==> src/rtl/core/panel_power_sequencer_assert.svh <==
// assertion macros for the panel power sequencer
// expects clk and rst_n in the scope of the file that includes it
`ifndef PANEL_POWER_SEQUENCER_ASSERT_SVH
`define PANEL_POWER_SEQUENCER_ASSERT_SVH

// checked only outside reset
`define PPS_ASSERT(lbl, prop, msg) \
  lbl: assert property (@(posedge clk) disable iff (!rst_n) prop) else $error(msg);

// checked on every edge, reset included
`define PPS_ASSERT_ALWAYS(lbl, prop, msg) \
  lbl: assert property (@(posedge clk) prop) else $error(msg);

`endif

==> src/rtl/core/pps_pkg.sv <==
// shared types and constants for the panel power sequencer
// no dependencies
package pps_pkg;

  localparam int OP_W       = 2;
  localparam int PHASE_W    = 2;
  localparam int THR_W      = 12;
  localparam int WAIT_W     = 8;
  localparam int TAG_W      = 4;
  localparam int BYTE_W     = 8;
  localparam int CFG_IDX_W  = 2;
  localparam int CFG_DATA_W = 12;

  localparam logic [OP_W-1:0] OP_POLL      = 2'd0;
  localparam logic [OP_W-1:0] OP_TICK      = 2'd1;
  localparam logic [OP_W-1:0] OP_HEARTBEAT = 2'd2;
  localparam logic [OP_W-1:0] OP_DISABLE   = 2'd3;

  localparam logic [PHASE_W-1:0] PH_OFF      = 2'd0;
  localparam logic [PHASE_W-1:0] PH_LOGIC    = 2'd1;
  localparam logic [PHASE_W-1:0] PH_FULL     = 2'd2;
  localparam logic [PHASE_W-1:0] PH_DISABLED = 2'd3;

  localparam logic [CFG_IDX_W-1:0] REG_THRESHOLD = 2'd0;
  localparam logic [CFG_IDX_W-1:0] REG_HB_WAIT   = 2'd1;
  localparam logic [CFG_IDX_W-1:0] REG_KA_WAIT   = 2'd2;
  localparam logic [CFG_IDX_W-1:0] REG_HB_TAG    = 2'd3;

  localparam logic [THR_W-1:0]  THRESHOLD_RST = 12'd100;
  localparam logic [WAIT_W-1:0] HB_WAIT_RST   = 8'd1;
  localparam logic [WAIT_W-1:0] KA_WAIT_RST   = 8'd2;
  localparam logic [TAG_W-1:0]  HB_TAG_RST    = 4'd8;

  typedef struct packed {
    logic [THR_W-1:0]  threshold;
    logic [WAIT_W-1:0] hb_wait;
    logic [WAIT_W-1:0] ka_wait;
    logic [TAG_W-1:0]  hb_tag;
  } cfg_t;

  typedef struct packed {
    logic [PHASE_W-1:0] phase;
    logic               alive;
    logic               rx_armed;
  } ctrl_t;

endpackage

==> src/rtl/core/pps_if.sv <==
// valid/ready channel interfaces for the panel power sequencer
// depends on pps_pkg
interface pps_in_if #(
  parameter int SAMPLE_BITS = 12
) ();
  logic                        valid;
  logic                        ready;
  logic [pps_pkg::OP_W-1:0]    opcode;
  logic [SAMPLE_BITS-1:0]      adc_sample;
  logic [pps_pkg::BYTE_W-1:0]  heartbeat_byte;

  modport source (output valid, output opcode, output adc_sample, output heartbeat_byte,
                  input ready);
  modport sink   (input valid, input opcode, input adc_sample, input heartbeat_byte,
                  output ready);
endinterface

interface pps_out_if ();
  logic                          valid;
  logic                          ready;
  logic                          rail_3v3_on;
  logic                          rail_12v_on;
  logic                          link_enabled;
  logic                          receive_armed;
  logic [pps_pkg::PHASE_W-1:0]   power_phase;
  logic                          color_send_ok;
  logic                          balance_send_ok;

  modport source (output valid, output rail_3v3_on, output rail_12v_on,
                  output link_enabled, output receive_armed, output power_phase,
                  output color_send_ok, output balance_send_ok, input ready);
  modport sink   (input valid, input rail_3v3_on, input rail_12v_on,
                  input link_enabled, input receive_armed, input power_phase,
                  input color_send_ok, input balance_send_ok, output ready);
endinterface

==> src/rtl/core/pps_next.sv <==
// next-state logic of the panel power sequencer for one input word
// depends on pps_pkg
module pps_next #(
  parameter int SAMPLE_BITS = 12,
  parameter int TICK_BITS   = 8
) (
  input  logic [pps_pkg::OP_W-1:0]   opcode,
  input  logic [SAMPLE_BITS-1:0]     adc_sample,
  input  logic [pps_pkg::BYTE_W-1:0] heartbeat_byte,
  input  pps_pkg::cfg_t              cfg,
  input  pps_pkg::ctrl_t             ctrl,
  input  logic [TICK_BITS-1:0]       tick,
  output pps_pkg::ctrl_t             ctrl_nxt,
  output logic [TICK_BITS-1:0]       tick_nxt
);

  localparam int SW = (SAMPLE_BITS > pps_pkg::THR_W) ? SAMPLE_BITS : pps_pkg::THR_W;
  localparam int CW = (TICK_BITS > pps_pkg::WAIT_W) ? TICK_BITS : pps_pkg::WAIT_W;

  logic discharged;
  logic hb_due;
  logic ka_due;
  logic tag_match;

  assign discharged = SW'(adc_sample) < SW'(cfg.threshold);
  assign hb_due     = CW'(tick) > CW'(cfg.hb_wait);
  assign ka_due     = CW'(tick) > CW'(cfg.ka_wait);
  assign tag_match  = heartbeat_byte[pps_pkg::BYTE_W-1 -: pps_pkg::TAG_W] == cfg.hb_tag;

  always_comb begin
    ctrl_nxt = ctrl;
    tick_nxt = tick;
    unique case (opcode)
      pps_pkg::OP_POLL: begin
        unique case (ctrl.phase)
          pps_pkg::PH_OFF: begin
            if (discharged) begin
              ctrl_nxt.phase    = pps_pkg::PH_LOGIC;
              ctrl_nxt.rx_armed = 1'b1;
              tick_nxt          = '0;
            end
          end
          pps_pkg::PH_LOGIC, pps_pkg::PH_FULL: begin
            if ((ctrl.phase == pps_pkg::PH_LOGIC) ? hb_due : ka_due) begin
              tick_nxt       = '0;
              ctrl_nxt.alive = 1'b0;
              if (ctrl.alive) begin
                ctrl_nxt.phase = pps_pkg::PH_FULL;
              end else begin
                // heartbeat lost: drop everything
                ctrl_nxt.phase    = pps_pkg::PH_OFF;
                ctrl_nxt.rx_armed = 1'b0;
              end
            end
          end
          pps_pkg::PH_DISABLED: begin
          end
        endcase
      end
      pps_pkg::OP_TICK: begin
        if (tick != '1) begin
          tick_nxt = tick + 1'b1;
        end
      end
      pps_pkg::OP_HEARTBEAT: begin
        if (ctrl.rx_armed) begin
          ctrl_nxt.rx_armed = 1'b0;
          if (ctrl.phase != pps_pkg::PH_OFF) begin
            ctrl_nxt.rx_armed = tag_match;
            ctrl_nxt.alive    = tag_match;
          end
        end
      end
      pps_pkg::OP_DISABLE: begin
        ctrl_nxt.phase    = pps_pkg::PH_DISABLED;
        ctrl_nxt.alive    = 1'b0;
        ctrl_nxt.rx_armed = 1'b0;
        tick_nxt          = '0;
      end
    endcase
  end

endmodule

==> src/rtl/core/panel_power_sequencer.sv <==
// panel power sequencer top level: config registers, state and result register
// depends on pps_pkg, pps_if, pps_next and panel_power_sequencer_assert.svh
//
//  channel | dir | handshake     | payload
//  in_ch   | in  | valid/ready   | opcode, adc_sample, heartbeat_byte
//  out_ch  | out | valid/ready   | rails, link, receive_armed, power_phase, send flags
//  cfg_*   | in  | write enable  | cfg_index, cfg_data
//
// one word per cycle while in_ch.ready is high; the next state for a word is computed
// combinationally and its result appears in the output register on the next cycle
// in_ch.ready is high while the output register is empty or being drained,
// and low while rst_n is low
// synchronous reset clears state to off and config to defaults
`include "panel_power_sequencer_assert.svh"

module panel_power_sequencer #(
  parameter int SAMPLE_BITS = 12,
  parameter int TICK_BITS   = 8
) (
  input  logic                            clk,
  input  logic                            rst_n,
  pps_in_if.sink                          in_ch,
  pps_out_if.source                       out_ch,
  input  logic                            cfg_we,
  input  logic [pps_pkg::CFG_IDX_W-1:0]   cfg_index,
  input  logic [pps_pkg::CFG_DATA_W-1:0]  cfg_data
);

  pps_pkg::cfg_t              cfg_r;
  pps_pkg::ctrl_t             ctrl_r;
  pps_pkg::ctrl_t             ctrl_nxt;
  logic [TICK_BITS-1:0]       tick_r;
  logic [TICK_BITS-1:0]       tick_nxt;
  logic                       out_valid_r;
  logic [pps_pkg::PHASE_W-1:0] out_phase_r;
  logic                       out_armed_r;
  logic                       in_fire;
  logic                       powered;
  logic                       full;

  assign in_ch.ready = rst_n && (!out_valid_r || out_ch.ready);
  assign in_fire     = in_ch.valid && in_ch.ready;

  always_ff @(posedge clk) begin
    if (!rst_n) begin
      cfg_r.threshold <= pps_pkg::THRESHOLD_RST;
      cfg_r.hb_wait   <= pps_pkg::HB_WAIT_RST;
      cfg_r.ka_wait   <= pps_pkg::KA_WAIT_RST;
      cfg_r.hb_tag    <= pps_pkg::HB_TAG_RST;
    end else if (cfg_we) begin
      unique case (cfg_index)
        pps_pkg::REG_THRESHOLD: cfg_r.threshold <= cfg_data[pps_pkg::THR_W-1:0];
        pps_pkg::REG_HB_WAIT:   cfg_r.hb_wait   <= cfg_data[pps_pkg::WAIT_W-1:0];
        pps_pkg::REG_KA_WAIT:   cfg_r.ka_wait   <= cfg_data[pps_pkg::WAIT_W-1:0];
        pps_pkg::REG_HB_TAG:    cfg_r.hb_tag    <= cfg_data[pps_pkg::TAG_W-1:0];
      endcase
    end
  end

  pps_next #(
    .SAMPLE_BITS (SAMPLE_BITS),
    .TICK_BITS   (TICK_BITS)
  ) u_next (
    .opcode         (in_ch.opcode),
    .adc_sample     (in_ch.adc_sample),
    .heartbeat_byte (in_ch.heartbeat_byte),
    .cfg            (cfg_r),
    .ctrl           (ctrl_r),
    .tick           (tick_r),
    .ctrl_nxt       (ctrl_nxt),
    .tick_nxt       (tick_nxt)
  );

  always_ff @(posedge clk) begin
    if (!rst_n) begin
      ctrl_r.phase    <= pps_pkg::PH_OFF;
      ctrl_r.alive    <= 1'b0;
      ctrl_r.rx_armed <= 1'b0;
      tick_r          <= '0;
      out_valid_r     <= 1'b0;
    end else begin
      if (in_fire) begin
        ctrl_r <= ctrl_nxt;
        tick_r <= tick_nxt;
      end
      if (in_fire) begin
        out_valid_r <= 1'b1;
      end else if (out_ch.ready) begin
        out_valid_r <= 1'b0;
      end
    end
  end

  // result word payload, no reset needed
  always_ff @(posedge clk) begin
    if (in_fire) begin
      out_phase_r <= ctrl_nxt.phase;
      out_armed_r <= ctrl_nxt.rx_armed;
    end
  end

  assign powered = (out_phase_r == pps_pkg::PH_LOGIC) || (out_phase_r == pps_pkg::PH_FULL);
  assign full    = out_phase_r == pps_pkg::PH_FULL;

  assign out_ch.valid           = out_valid_r;
  assign out_ch.rail_3v3_on     = powered;
  assign out_ch.rail_12v_on     = full;
  assign out_ch.link_enabled    = powered;
  assign out_ch.receive_armed   = out_armed_r;
  assign out_ch.power_phase     = out_phase_r;
  assign out_ch.color_send_ok   = full;
  assign out_ch.balance_send_ok = powered;

  `PPS_ASSERT(a_disabled_sticks, (ctrl_r.phase == pps_pkg::PH_DISABLED) |=> (ctrl_r.phase == pps_pkg::PH_DISABLED), "left disabled phase without reset")
  `PPS_ASSERT(a_armed_when_powered, ctrl_r.rx_armed |-> ((ctrl_r.phase == pps_pkg::PH_LOGIC) || (ctrl_r.phase == pps_pkg::PH_FULL)), "receive armed while unpowered")
  `PPS_ASSERT(a_result_tracks_state, in_fire |=> (out_valid_r && (out_phase_r == ctrl_r.phase) && (out_armed_r == ctrl_r.rx_armed)), "result word does not match state")
  `PPS_ASSERT_ALWAYS(a_empty_after_reset, $past(!rst_n) |-> !out_valid_r, "result valid right after reset")

endmodule

==> src/flat_wrapper.sv <==
// flat-port wrapper written by rule: the top's interface ports become plain ports
module panel_power_sequencer_flat 
#(
  parameter int SAMPLE_BITS = 12,
  parameter int TICK_BITS   = 8
)
  (clk, rst_n, cfg_we, cfg_index, cfg_data, in_ch_valid, in_ch_opcode, in_ch_adc_sample, in_ch_heartbeat_byte, in_ch_ready, out_ch_valid, out_ch_rail_3v3_on, out_ch_rail_12v_on, out_ch_link_enabled, out_ch_receive_armed, out_ch_power_phase, out_ch_color_send_ok, out_ch_balance_send_ok, out_ch_ready);
  pps_in_if #(.SAMPLE_BITS(SAMPLE_BITS)) in_ch_i ();
  pps_out_if out_ch_i ();
  input  logic clk;
  input  logic rst_n;
  input  logic cfg_we;
  input  logic [pps_pkg::CFG_IDX_W-1:0] cfg_index;
  input  logic [pps_pkg::CFG_DATA_W-1:0] cfg_data;
  input wire logic [$bits(in_ch_i.valid)-1:0] in_ch_valid;
  input wire logic [$bits(in_ch_i.opcode)-1:0] in_ch_opcode;
  input wire logic [$bits(in_ch_i.adc_sample)-1:0] in_ch_adc_sample;
  input wire logic [$bits(in_ch_i.heartbeat_byte)-1:0] in_ch_heartbeat_byte;
  output wire logic [$bits(in_ch_i.ready)-1:0] in_ch_ready;
  output wire logic [$bits(out_ch_i.valid)-1:0] out_ch_valid;
  output wire logic [$bits(out_ch_i.rail_3v3_on)-1:0] out_ch_rail_3v3_on;
  output wire logic [$bits(out_ch_i.rail_12v_on)-1:0] out_ch_rail_12v_on;
  output wire logic [$bits(out_ch_i.link_enabled)-1:0] out_ch_link_enabled;
  output wire logic [$bits(out_ch_i.receive_armed)-1:0] out_ch_receive_armed;
  output wire logic [$bits(out_ch_i.power_phase)-1:0] out_ch_power_phase;
  output wire logic [$bits(out_ch_i.color_send_ok)-1:0] out_ch_color_send_ok;
  output wire logic [$bits(out_ch_i.balance_send_ok)-1:0] out_ch_balance_send_ok;
  input wire logic [$bits(out_ch_i.ready)-1:0] out_ch_ready;
  assign in_ch_i.valid = in_ch_valid;
  assign in_ch_i.opcode = in_ch_opcode;
  assign in_ch_i.adc_sample = in_ch_adc_sample;
  assign in_ch_i.heartbeat_byte = in_ch_heartbeat_byte;
  assign in_ch_ready = in_ch_i.ready;
  assign out_ch_valid = out_ch_i.valid;
  assign out_ch_rail_3v3_on = out_ch_i.rail_3v3_on;
  assign out_ch_rail_12v_on = out_ch_i.rail_12v_on;
  assign out_ch_link_enabled = out_ch_i.link_enabled;
  assign out_ch_receive_armed = out_ch_i.receive_armed;
  assign out_ch_power_phase = out_ch_i.power_phase;
  assign out_ch_color_send_ok = out_ch_i.color_send_ok;
  assign out_ch_balance_send_ok = out_ch_i.balance_send_ok;
  assign out_ch_i.ready = out_ch_ready;
  panel_power_sequencer #(.SAMPLE_BITS(SAMPLE_BITS), .TICK_BITS(TICK_BITS)) u_core (.clk(clk), .rst_n(rst_n), .in_ch(in_ch_i), .out_ch(out_ch_i), .cfg_we(cfg_we), .cfg_index(cfg_index), .cfg_data(cfg_data));
endmodule
==> config.mk <==
export PLATFORM = sky130hd
export DESIGN_NAME = panel_power_sequencer_flat
export DESIGN_NICKNAME = d
export VERILOG_FILES = /design/src/rtl/core/pps_pkg.sv /design/src/rtl/core/pps_if.sv /design/src/rtl/core/pps_next.sv /design/src/rtl/core/panel_power_sequencer.sv /design/src/flat_wrapper.sv
export VERILOG_INCLUDE_DIRS = /design/src /design/src/rtl/core
export SDC_FILE = /design/constraint.sdc
export NUM_CORES = 1
export LEC_CHECK = 0
export ABC_AREA = 1
export BUFFER_PORTS_ARGS = -buffer_cell sky130_fd_sc_hd__buf_4
export CAP_MARGIN = 40
export CORE_UTILIZATION = 44
export CTS_BUF_LIST = sky130_fd_sc_hd__clkbuf_2
export DETAILED_ROUTE_END_ITERATION = 10
export PLACE_DENSITY = 0.63
export SYNTH_ARGS = -nofsm -noshare
export SYNTH_HDL_FRONTEND = slang
export SYNTH_HIERARCHICAL = 1
export SYNTH_SLANG_ARGS = --single-unit
==> constraint.sdc <==
create_clock -name clk -period 4.9 [get_ports clk]
set_input_delay 0.98 -clock clk [delete_from_list [all_inputs] [get_ports clk]]
set_output_delay 0.98 -clock clk [all_outputs]
set_load 0.01 [all_outputs]
After elaboration in Yosys (flattened, before gate mapping)
Index checks and enable logic that the tools add are counted.
{"block": "totals", "reg_bits": 48, "in_bits": 41, "out_inout_bits": 10}
{"block": "classes", "addsub": 1, "order_cmp": 3, "n_eq_ne": 20, "mux": 20, "reduce_logical": 19}
{"cell": "2-to-1 mux 8 bit", "n": 3}
{"cell": "one-hot mux 8 bit (3 select lines)", "n": 1}
{"cell": "greater-than comparator 8 bit", "n": 2}
{"cell": "one-hot mux 8 bit (2 select lines)", "n": 1}
{"cell": "== test 2 bit (second input constant)", "n": 6}
{"cell": "less-than comparator 12 bit", "n": 1}
{"cell": "AND reduction 6 bit", "n": 2}
{"cell": "adder 8 x 1 -> 8 bit (second input constant)", "n": 1}
{"cell": "== test 2 x 1 -> 1 bit (second input constant)", "n": 4}
{"cell": "2-to-1 mux 2 bit", "n": 4}
{"cell": "!= test 8 bit (second input constant)", "n": 1}
{"cell": "one-hot mux 2 bit (2 select lines)", "n": 2}
{"cell": "AND reduction 2 bit", "n": 4}
{"cell": "zero test 2 bit", "n": 3}
{"cell": "2-to-1 mux 1 bit", "n": 6}
{"cell": "!= test 2 bit (second input constant)", "n": 3}
{"cell": "!= test 3 bit (second input constant)", "n": 2}
{"cell": "one-hot mux 2 bit (3 select lines)", "n": 1}
{"cell": "nonzero test 3 bit", "n": 2}
{"cell": "== test 4 bit", "n": 1}
{"cell": "2-to-1 mux 4 bit", "n": 1}
{"cell": "!= test 2 x 1 -> 1 bit (second input constant)", "n": 2}
{"cell": "nonzero test 2 bit", "n": 2}
{"cell": "!= test 3 x 1 -> 1 bit (second input constant)", "n": 1}
{"cell": "5 further kinds", "n": 7}

Longest topological paths before layout
Gate-level depths: netlist of the first run.
{"block": "depth", "ltp_word": 5, "depth_mapped": 20}

Cells and area by module
Netlist of the first run, hierarchy kept.
{"module": "panel_power_sequencer", "instances": 1, "cells_each": 295, "area_per_inst_um2": 2038.2}
{"module": "pps_next", "instances": 1, "cells_each": 247, "area_per_inst_um2": 1388.8}

Worst setup path before layout of the first run
No wires, ideal clock.
{"block": "synth_timing", "path_type": "input -> output", "startpoint": "input port rst_n", "endpoint": "output port in_ch_ready", "arrival_ns": 1.519, "required_time_ns": 3.920, "path_slack_ns": 2.401, "path_stages": 3, "path_buffers": 1, "cell_sequence": "clkbuf_1 inv_1 nor2_1"}
{"block": "synth_between", "elab_chain_cells": 1}
{"item": "start, declared", "line_no": "flat_wrapper.sv:11", "source": "input logic rst_n;"}
{"item": "logical AND 1 bit", "line_no": "panel_power_sequencer.sv:41", "source": "assign in_ch.ready = rst_n && (!out_valid_r || out_ch.ready);"}
{"item": "end, declared", "line_no": "flat_wrapper.sv:19", "source": "output wire logic [$bits(in_ch_i.ready)-1:0] in_ch_ready;"}
No other way between the ends.

Worst setup path after layout of the first run
Ends and elaborated chain as after synthesis.

==> results of run 1 <==
## metal layers
metal | part of all wire | track usage | vias up
li1 | - | - | 1741
met1 | 0.49 | 0.269 | 1422
met2 | 0.46 | 0.346 | 47
met3 | 0.038 | 0.0337 | 6
met4 | 0.010 | 0.0511 | 0
met5 | 0 | 0 | -
## layout make-up
type,instances,area share
Clock buffer,5,0.00642
Clock inverter,3,0.0177
Inverter,104,0.101
Multi-Input combinational cell,371,0.499
Sequential cell,48,0.254
Tap cell,99,0.0318
Timing Repair Buffer,47,0.0905
## state kept, by name (all words and copies together), names as in the netlist
register,flops
u_core/out_ch.valid,1
u_core/tick_r,8
u_core/out_ch.power_phase,2
u_core/out_ch.receive_armed,1
u_core/ctrl_r,4
u_core/cfg_r,32
## synth_stat cells, drive strengths merged
library cell	n
clkinv	3
nor3	2
a21boi	1
o211ai	4
o21ai	3
nand4	15
xor2	2
nor4	1
clkbuf	4
inv	101
edfxtp	3
o2111ai	1
and2	1
buf	15
nand2	162
o21bai	1
dfxtp	45
a21o	2
ha	36
a31oi	1
a21oi	25
nor2	69
nand3	43
xnor2	2
## through the flow
stage          std cells  hold slack [ps]  power [W]  instance area (um^2)
2_1_floorplan        542              429   0.000561                  3430
3_3_place_gp         669              442   0.000620                  3800
3_5_place_dp         669              451   0.000624                  3800
4_1_cts              677              492   0.000911                  3900
5_1_grt              677              515   0.000957                  3900
6_report             677              490   0.000900                  3900
## worst max-delay path, cell delays in order
cell and delay (ps):
buf_4 460, inv_1 170, nor2_1 170, buf_4 140
## power by group
part | switching (W) | leakage, nW | internal (W)
Sequential | 0.0000124 | 0.396 | 0.000415
Combinational | 0.000112 | 1.75 | 0.0000769
Clock | 0.000144 | 0.0536 | 0.000139
Total | 0.000269 | 2.20 | 0.000631
## how the worst max path moves through the flow
| stage | endpoint | depth (start not counted) |
|---|---|---|
| final | in_ch_ready | 4 |
| after detailed placement | in_ch_ready | 4 |
| after global routing | in_ch_ready | 4 |
| after floorplan | in_ch_ready | 3 |
| after CTS | in_ch_ready | 4 |
| after global placement | in_ch_ready | 4 |
## cell families (layout without fill, tap and decap cells)
group,Yosys count,after routing
AO/OA/AOI/OAI,38,38
XOR/XNOR,4,4
adder cells (fa/ha/maj),36,36
buffers and inverters,123,159
flip-flops,48,48
AND/OR/NAND/NOR,293,293
## layout by cell type (no fill, tap or decap)
cell and instances:
o211ai_1 4, nand3_1 40, nand2_2 4, buf_4 47, inv_6 1, nor3_4 1
clkinv_2 2, inv_1 97, nand3_2 3, ha_1 36, xor2_1 2, edfxtp_1 3
nor3_2 1, clkinv_1 1, o21ai_1 3, o2111ai_1 1, a21o_1 2, nor4_1 1
inv_2 4, bufinv_16 2, clkbuf_2 5, nor2_1 68, and2_1 1, dfxtp_1 45
a31oi_1 1, a21oi_1 25, o21bai_1 1, xnor2_1 2, nand2_1 158, a21boi_0 1
nand4_1 15, nor2_2 1
==> summary.md, run 1 <==
| Metric | Value |
|---|---|
| Setup Skew | 33.6 ps |
| Synth unique cells | 31 |
| Antenna Cells | 0 |
| Core ar. | 7410 um^2 |
| MaxCap Viol Count | 0 |
| Initial antenna violation count | 0 |
| RSZ-0062 raised after global routing | false |
| Mapped Cells | between 500 and 600 |
| Compound-Gate Fraction of Synth Area | 0.0628 |
| Top cells by area, synth | dfxtp_1 (26%), nand2_1 (17%), ha_1 (13%), inv_1 (11%), nor2_1 (7.4%) |
| DR pass1 iterations | 4 |
| Final setup margin | 1970 ps |
| Postcts setup bufs | 0 |
| Share of post-route cells with drive strength above 1 | 0.123 |
| Main combinational cell family by area after synthesis | simple AND/OR/NAND/NOR gates |
| Period utilization | 0.598 |
| Hold Path Class | register to register |
| Post-synth top area share | 0.263 |
| Worst setup path class | primary input to primary output |
| Port Buffer Count | 46 |
| FP Rows | 31 |
| First DRT Iteration DRCs | 187 |
| Pins Over Slew Limit | 0 |
| DIE HEIGHT | 90.3 um |
| # IOs | 51 |
| Leakage | 2.20 nW |
| CP Max Fanout | 57 |
| Clock Root Buffer | clkbuf_2 |
| Depth of the most critical reg-to-reg path | 18 |
| CTS Hold Bufs | 0 |
| Post-synthesis mux area share | 0 |
| Drt wl/cell | 11.4 um |
| Worst Hold Path EP | u_core/cfg_r[3] |
| Relative slew slack | 0.591 |
| Maximum clock frequency | 342 MHz |
| R2r endpoint | u_core/tick_r[7] |
| Multi-input logic area | slightly below 2000 um^2 |
| Mapped Nets | 619 |
| H-tree depth | 2 |
| Hold path start | u_core/cfg_r[3] |
| Setup Viol. Count Final | 0 |
| Sequential-to-total area share from yosys stat | 0.289 |
| First-pass GRT wire length | 13700 um |
| Worst r2r src | u_core/tick_r[3] |
| # nets final | around 650 |
| DR vias | 3216 |
| Worst Path Arrival | 1950 ps |
| Initial Util | 0.463 |
| CTS tree | yes |
| Pre-CTS setup slack | 1950 ps |
| Worst-path clk slew | 270 ps |
| Die ar. | 8150 um^2 |
| CTS sink count | 48 |
| GRT overflow | 0 |
| Resized Gates After CTS | 0 |
| Adder-Cell Fraction of Synth Area | 0.131 |
| Synthesized area | about 3400 um^2 |
| VDD IR-drop max | 0.0947 mV |
| Worst path required time | 3920 ps |
| Yosys reg bits | 48 |
| Vias in the first global route | 3074 |
| Die X | ~90 um |
| DRT Wirelength | 7710 um |
| FF+latch area | 991 um^2 |
| Cell Pwr Density | 231 nW/um^2 |
| Actual slew at the worst max-slew pin | 612 ps |
| Setup_tns | 0 ps |
| Outcome | complete, no violations |
| Longest Clk Path Bufs | 2 |
| Total track usage | 0.204 |
| Ys Warns | 6 |
| Cell taking the most area after synthesis | dfxtp_1 |
| Final Util | 0.526 |
| Final Hold Viols | 0 |
| Pin count of the biggest net entering global routing | between 50 and 60 |
| P&R area growth vs syn | 13.7% |
| Cts bufs inserted | 5 |
| Crit. Startpoint | rst_n |
| Kind of end point of the critical path | primary output |
| Drt drc | 0 |
| Period minus WS final | 2930 ps |
| Fill cells | 778 |
| Synth Area in XOR/XNOR | 0.0102 |
| R2R setup slack | 2710 ps |
| Hold-critical path depth | 2 |
| DP HPWL | 5690 um |
| Syn Area/Cell | 6.32 um^2 |
| GPL Wtd Cong | 0.864 |
| Final ANT Viol Nets | 0 |
| DR vias/cell | between 4 and 5 |
| Worst skew pair latency | approximately 450 ps |
| Worst setup SP type | primary input |
| Simple-gate area share of the yosys netlist | 0.363 |
No activity file was read; power rests on OpenSTA's default activity.
==> inputs of run 2 (changes only) <==
PLACE_DENSITY = 0.66   (was 0.63)
clock period = 2.5 ns   (was 4.9 ns; I/O delays follow)
==> run 2 against run 1 <==
  * Power grew 96%
  * Non-clock buffer count grew 3
  * Routed wire length shrank 1.1%
  * Sequential power grew 96%
  * Die area is the same
  * Setup slack lost 1700 ps
  * Flip-flop and latch count is the same
  * Critical path depth grew 13
  * Global-route usage shrank 0.37 points
  * Critical endpoint is now u_core/tick_r[1]
  * Largest cell class unchanged
  * Highest routed layer unchanged
==> summary.md, run 2 (synthesis gave the netlist of run 1 again) <==
| Metric | Value |
|---|---|
| Outcome | complete, no violations (unchanged) |
| DRT Wirelength | 7620 um (was 7710 um) |
| Worst path required time | 2890 ps (was 3920 ps) |
| Maximum clock frequency | 458 MHz |
| Pins Over Slew Limit | 0 (unchanged) |
| GRT overflow | 0 (unchanged) |
| Leakage | 2.22 nW (was 2.20 nW) |
| Initial antenna violation count | 0 (unchanged) |
| First DRT Iteration DRCs | 152 (was 187) |
| # IOs | 51 (unchanged) |
| Initial Util | 0.463 (unchanged) |
| CP max stage cell | dfxtp_1 (was buf_4) |
| Bufs and invs on worst path | 2 (was 3) |
| Drt wl/cell | 11.2 um (was 11.4 um) |
| CP cell instances | inv_1, ha_1, a21oi_1, nor2_1, nor2_1, nand2_1, nand2_1, nand2_2, inv_2, nand2_1, nand3_2, nand2_2, nand2_2, nand2_1, nand2_1, nand4_1, nand2_1 (was buf_4, inv_1, nor2_1, buf_4) |
| Pin count of the biggest net entering global routing | 34 (was 58) |
| Min Hold Slack | 266 ps (was 490 ps) |
| Cts bufs inserted | 5 (unchanged) |
| Vias in the first global route | 3095 (was 3074) |
| Crit. Startpoint | u_core/cfg_r[9] (was rst_n) |
| Drt drc | 0 (unchanged) |
| Reg with most FFs | u_core/cfg_r (unchanged) |
| # nets final | 657 (was 654) |
| Critical path depth in cells | 17 (was 4) |
| Kind of end point of the critical path | register (was primary output) |
| Top Layer Used | met4 (unchanged) |
| Setup Viol. Count Final | 0 (unchanged) |
| Longest Clk Path Bufs | 2 (unchanged) |
| DR pass1 iterations | 5 (was 4) |
| Setup Skew | 30.4 ps (was 33.6 ps) |
| Pre-CTS setup slack | 301 ps (was 1950 ps) |
| Port Buffer Count | 46 (unchanged) |
| Relative slew slack | 0.632 (was 0.591) |
| Final Hold Viols | 0 (unchanged) |
| Non-filler cells, final | 680 (was 677) |
| CP Max Fanout | 7 (was 57) |
| DR vias | 3270 (was 3216) |
| RSZ-0062 raised after global routing | false (unchanged) |
| Worst r2r src | u_core/cfg_r[9] (was u_core/tick_r[3]) |
| Total track usage | 0.200 (was 0.204) |
| Worst setup path class | register to register (was primary input to primary output) |
| Commonest non-fill, non-tap cell in the layout | nand2_1 (unchanged) |
| Worst-path clk slew | 290 ps (was 270 ps) |
| Share of post-route cells with drive strength above 1 | 0.127 (was 0.123) |
| Top delay family on crit path | simple AND/OR/NAND/NOR gates (was buffers and inverters) |
| R2R setup slack | 320 ps (was 2710 ps) |
| Final Util | 0.529 (was 0.526) |
| Registers with the most flip-flops | u_core/cfg_r (32), u_core/tick_r (8), u_core/ctrl_r (4) (unchanged) |
| First-pass GRT wire length | 13500 um (was 13700 um) |
| Depth of the most critical reg-to-reg path | 17 (was 18) |
| WL met2 | 3670 um (was 3560 um) |
| DIE HEIGHT | 90.3 um (unchanged) |
| Cell Pwr Density | 451 nW/um^2 (was 231 nW/um^2) |
| Final setup margin | 316 ps (was 1970 ps) |
| Worst setup SP type | register (was primary input) |
| Die ar. | 8150 um^2 (unchanged) |
| Actual slew at the worst max-slew pin | 550 ps (was 612 ps) |
| Die X | 90.3 um (unchanged) |
| DR vias/cell | 4.81 (was 4.75) |
| DP HPWL | 5800 um (was 5690 um) |
| Worst Setup EP | u_core/tick_r[1] (was in_ch_ready) |
| Worst skew pair latency | 450 ps (about the same) |
| Wl on met1 | 3620 um (was 3770 um) |
| CTS Hold Bufs | 0 (unchanged) |
| FP Rows | 31 (unchanged) |
| Postcts setup bufs | 0 (unchanged) |
| Clock Root Buffer | clkbuf_2 (unchanged) |
| Antenna Cells | 0 (unchanged) |
| MaxCap Viol Count | 0 (unchanged) |
| CTS tree | yes (unchanged) |
| Fill cells | 771 (was 778) |
| Period utilization | 0.873 |
| Final ANT Viol Nets | 0 (unchanged) |
| Setup_tns | 0 ps (unchanged) |
| Period minus WS final | approximately 2200 ps |
| Core ar. | 7410 um^2 (unchanged) |
| Inst Count DP | 672 (was 669) |
| H-tree depth | 2 (unchanged) |
| Hold Path Class | primary input to register (was register to register) |
| GPL Wtd Cong | 0.820 (was 0.864) |
| Number of flip-flops in the largest register | 32 (unchanged) |
| Metal3 WL | 272 um (was 291 um) |
| VDD IR-drop max | 0.206 mV (was 0.0947 mV) |
| Crit path largest cell delay | 400 ps (was 460 ps) |
| Worst Path Arrival | 2580 ps (was 1950 ps) |
| CTS sink count | 48 (unchanged) |
| Critical path's most frequent cell | nand2_1 (was buf_4) |
| Resized Gates After CTS | 0 (unchanged) |
| Most frequent cells in the layout | nand2_1 (158), inv_1 (97), nor2_1 (68) (unchanged) |
| P&R area growth vs syn | 14.4% (was 13.7%) |
| R2r endpoint | u_core/tick_r[1] (was u_core/tick_r[7]) |
## run 2: cell types whose count changed in the layout (fill, tap and decap cells not counted)
| cell | previous run | this run |
|---|---|---|
| buf_4 | 47 | 50 |
## run 2: per-stage QoR
| stage | total power (W) | cell area, um^2 |
|---|---|---|
| after floorplan | 0.00110 | 3430 |
| final | 0.00177 | 3920 |
| after global placement | 0.00122 | 3830 |
| after global routing | 0.00188 | 3920 |
| after CTS | 0.00178 | 3920 |
| after detailed placement | 0.00123 | 3830 |
## run 2: how the worst min path moves through the flow
stage,cells after the start,start,slack [ps],endpoint
after CTS,3,cfg_data[7],240,u_core/cfg_r[11]
after global placement,2,u_core/cfg_r[5],450,u_core/cfg_r[5]
after floorplan,2,u_core/cfg_r[22],430,u_core/cfg_r[22]
after detailed placement,2,u_core/cfg_r[22],450,u_core/cfg_r[22]
after global routing,3,cfg_data[6],220,u_core/cfg_r[10]
final,3,cfg_data[7],270,u_core/cfg_r[11]
## run 2: cell type report
class | instances | area (um^2) | share of cell area
repair buffers | 50 | 375 | 0.0958
multi-input cells | 371 | 1940 | 0.496
flip-flops and latches | 48 | 991 | 0.253
inverters | 104 | 393 | 0.100
well taps | 99 | 124 | 0.0316
clock inverters | 3 | 68.8 | 0.0176
clock buffers | 5 | 25.0 | 0.00638
## run 2: worst min-delay path, cell delays in order
cell and delay [ps]:
buf_4 90, nor2_1 40, nor2_1 80
## run 2: per-layer routing
metal,GRT usage,vias up
li1,-,1740
met1,0.254,1465
met2,0.354,58
met3,0.0295,7
met4,0.0511,0
met5,0,-
## run 2: power breakdown
part           switching (W)  internal, W
Combinational       0.000223     0.000154
Clock               0.000280     0.000273
Sequential         0.0000236     0.000814
Total               0.000526      0.00124
==> inputs of run 3 (changes only) <==
RECOVER_POWER = 25   (was default)
==> run 3 against run 2 <==
  * Register-to-register slack hardly changed
  * Routed wire length shrank 0.25%
  * Critical path depth down 1
  * Clock skew is 6.5 ps lower
  * Combinational power about the same
  * Die area is the same
  * Highest routed layer unchanged
  * Maximum frequency shrank 0.29%
  * Largest cell class unchanged
==> summary.md, run 3 (synthesis gave the netlist of run 1 again) <==
| Metric | Value |
|---|---|
| Outcome | complete, no violations (unchanged) |
| Non-filler cells, final | 680 (unchanged) |
| Post-DP Area | 3830 um^2 (unchanged) |
| Worst-path clk slew | 290 ps (about the same) |
| Worst setup SP type | register (unchanged) |
| CTS sink count | 48 (unchanged) |
| Drt wl/cell | 11.2 um (about the same) |
| Core ar. | 7410 um^2 (unchanged) |
| WL met2 | 3690 um (was 3670 um) |
| Commonest non-fill, non-tap cell in the layout | nand2_1 (unchanged) |
| Vias in the first global route | 3095 (unchanged) |
| Crit path largest cell delay | 400 ps (about the same) |
| Initial antenna violation count | 0 (unchanged) |
| Most frequent cells in the layout | nand2_1 (158), inv_1 (97), nor2_1 (68) (unchanged) |
| DR pass1 iterations | 4 (was 5) |
| P&R area growth vs syn | 13.9% (was 14.4%) |
| DR vias | 3272 (was 3270) |
| # nets final | 657 (unchanged) |
| VDD IR-drop max | 0.206 mV (about the same) |
| Period minus WS final | 2190 ps (was 2180 ps) |
| Setup Skew | 23.9 ps (was 30.4 ps) |
| Crit. Startpoint | u_core/cfg_r[19] (was u_core/cfg_r[9]) |
| CP Max Fanout | 7 (unchanged) |
| DRT Wirelength | 7600 um (was 7620 um) |
| Antenna Cells | 0 (unchanged) |
| RSZ-0062 raised after global routing | false (unchanged) |
| Pin count of the biggest net entering global routing | 34 (unchanged) |
| DP HPWL | 5800 um (unchanged) |
| Port Buffer Count | 46 (unchanged) |
| Top delay family on crit path | simple AND/OR/NAND/NOR gates (unchanged) |
| Relative slew slack | 0.00964 (was 0.632) |
| Setup_tns | 0 ps (unchanged) |
| Total track usage | 0.200 (unchanged) |
| Fill cells | 777 (was 771) |
| Hold Path Class | primary input to register (unchanged) |
| Resized Gates After CTS | 0 (unchanged) |
| Inst Count DP | 672 (unchanged) |
| Final Hold Viols | 0 (unchanged) |
| H-tree depth | 2 (unchanged) |
| Reg with most FFs | u_core/cfg_r (unchanged) |
| Hold path start | cfg_data[7] (unchanged) |
| # IOs | 51 (unchanged) |
| Pins Over Slew Limit | 0 (unchanged) |
| CTS tree | yes (unchanged) |
| CTS Hold Bufs | 0 (unchanged) |
| Metal3 WL | 236 um (was 272 um) |
| Worst r2r src | u_core/cfg_r[19] (was u_core/cfg_r[9]) |
| DR vias/cell | 4.81 (about the same) |
| Registers with the most flip-flops | u_core/cfg_r (32), u_core/tick_r (8), u_core/ctrl_r (4) (unchanged) |
| GPL Wtd Cong | 0.820 (unchanged) |
| Worst skew pair latency | 440 ps (was 450 ps) |
| Final ANT Viol Nets | 0 (unchanged) |
| Finished layout cell area | 3910 um^2 (was 3920 um^2) |
| CP max stage cell | dfxtp_1 (unchanged) |
| GRT overflow | 0 (unchanged) |
| Die ar. | 8150 um^2 (unchanged) |
| Kind of end point of the critical path | register (unchanged) |
| Worst setup path class | register to register (unchanged) |
| Bufs and invs on worst path | 2 (unchanged) |
| Drt drc | 0 (unchanged) |
| First-pass GRT wire length | 13500 um (unchanged) |
| Cts bufs inserted | 5 (unchanged) |
| CP cell instances | inv_1, ha_1, nand2_1, nor2_1, a21boi_0, nand2_1, nand2_2, inv_2, nand2_1, nand3_2, nand2_2, nand2_2, nand2_1, nand2_1, nand4_1, nand2_1 (was inv_1, ha_1, a21oi_1, nor2_1, nor2_1, nand2_1, nand2_1, nand2_2, inv_2, nand2_1, nand3_2, nand2_2, nand2_2, nand2_1, nand2_1, nand4_1, nand2_1) |
| Maximum clock frequency | 457 MHz (was 458 MHz) |
| Initial Util | 0.463 (unchanged) |
| Multi-input logic area | 1940 um^2 (about the same) |
| Longest Clk Path Bufs | 2 (unchanged) |
| Critical path's most frequent cell | nand2_1 (unchanged) |
| Period utilization | 0.876 (was 0.873) |
| Share of post-route cells with drive strength above 1 | 0.122 (was 0.127) |
| First DRT Iteration DRCs | 155 (was 152) |
| Leakage | 2.21 nW (was 2.22 nW) |
| Worst Path Arrival | 2580 ps (about the same) |
| Top Layer Used | met4 (unchanged) |
| Die X | 90.3 um (unchanged) |
| Cell Pwr Density | 451 nW/um^2 (about the same) |
| Wl on met1 | 3600 um (was 3620 um) |
| Postcts setup bufs | 0 (unchanged) |
| Setup Viol. Count Final | 0 (unchanged) |
| FF+latch area | 991 um^2 (unchanged) |
| Worst path required time | 2890 ps (about the same) |
| Number of flip-flops in the largest register | 32 (unchanged) |
| Final Util | 0.527 (was 0.529) |
| Clock Root Buffer | clkbuf_2 (unchanged) |
| DIE HEIGHT | 90.3 um (unchanged) |
| Actual slew at the worst max-slew pin | 1490 ps (was 550 ps) |
| FP Rows | 31 (unchanged) |
| MaxCap Viol Count | 0 (unchanged) |
[run 3: cell count changes in the layout (fill, tap and decap cells not counted)]
cell | before | now
buf_4 | 50 | 47
clkbuf_1 | 0 | 2
clkbuf_2 | 5 | 6
nand3_1 | 40 | 41
nand3_2 | 3 | 2
[run 3: area by class of cell]
cell class	count	share of cell area
inverters	104	0.101
flip-flops and latches	48	0.254
multi-input cells	371	0.496
repair buffers	50	0.0936
well taps	99	0.0317
clock inverters	3	0.0176
clock buffers	5	0.00641
[run 3: worst register-to-register path, stage by stage (launching register included)]
cell,delay [ps]
dfxtp_1,400
inv_1,50
ha_1,300
nand2_1,80
nor2_1,200
a21boi_0,120
nand2_1,180
nand2_2,110
inv_2,60
nand2_1,50
nand3_2,70
nand2_2,70
nand2_2,140
nand2_1,70
nand2_1,60
nand4_1,80
nand2_1,100
[run 3: worst paths after layout]
check / end / slack [ps] / depth (start not counted)
setup / recovery: u_core/tick_r[1] / 310 / 16
hold / removal: u_core/cfg_r[11] / 270 / 3
setup reg to reg: u_core/tick_r[1] / 310 / 16
hold reg to reg: u_core/cfg_r[3] / 490 / 2
[run 3: routing by layer]
layer  up-vias  GRT usage
met2        54      0.354
met1      1471      0.254
met3         7     0.0295
li1       1740          -
met4         0     0.0511
met5         -          0
[run 3: per-stage QoR]
| step | setup slack, ps | total power, W | hold slack [ps] |
|---|---|---|---|
| after global routing | 77.0 | 0.00188 | 223 |
| after detailed placement | 301 | 0.00123 | 451 |
| final | 310 | 0.00176 | 273 |
| after CTS | 358 | 0.00178 | 242 |
| after floorplan | 674 | 0.00110 | 429 |
| after global placement | 348 | 0.00122 | 445 |
[run 3: report_power, final]
group	switching (W)	internal [W]	leakage (nW)	total (W)
clock network	0.000277	0.000273	0.0536	0.000550
registers	0.0000237	0.000814	0.396	0.000838
logic	0.000222	0.000153	1.76	0.000375
total	0.000523	0.00124	2.21	0.00176
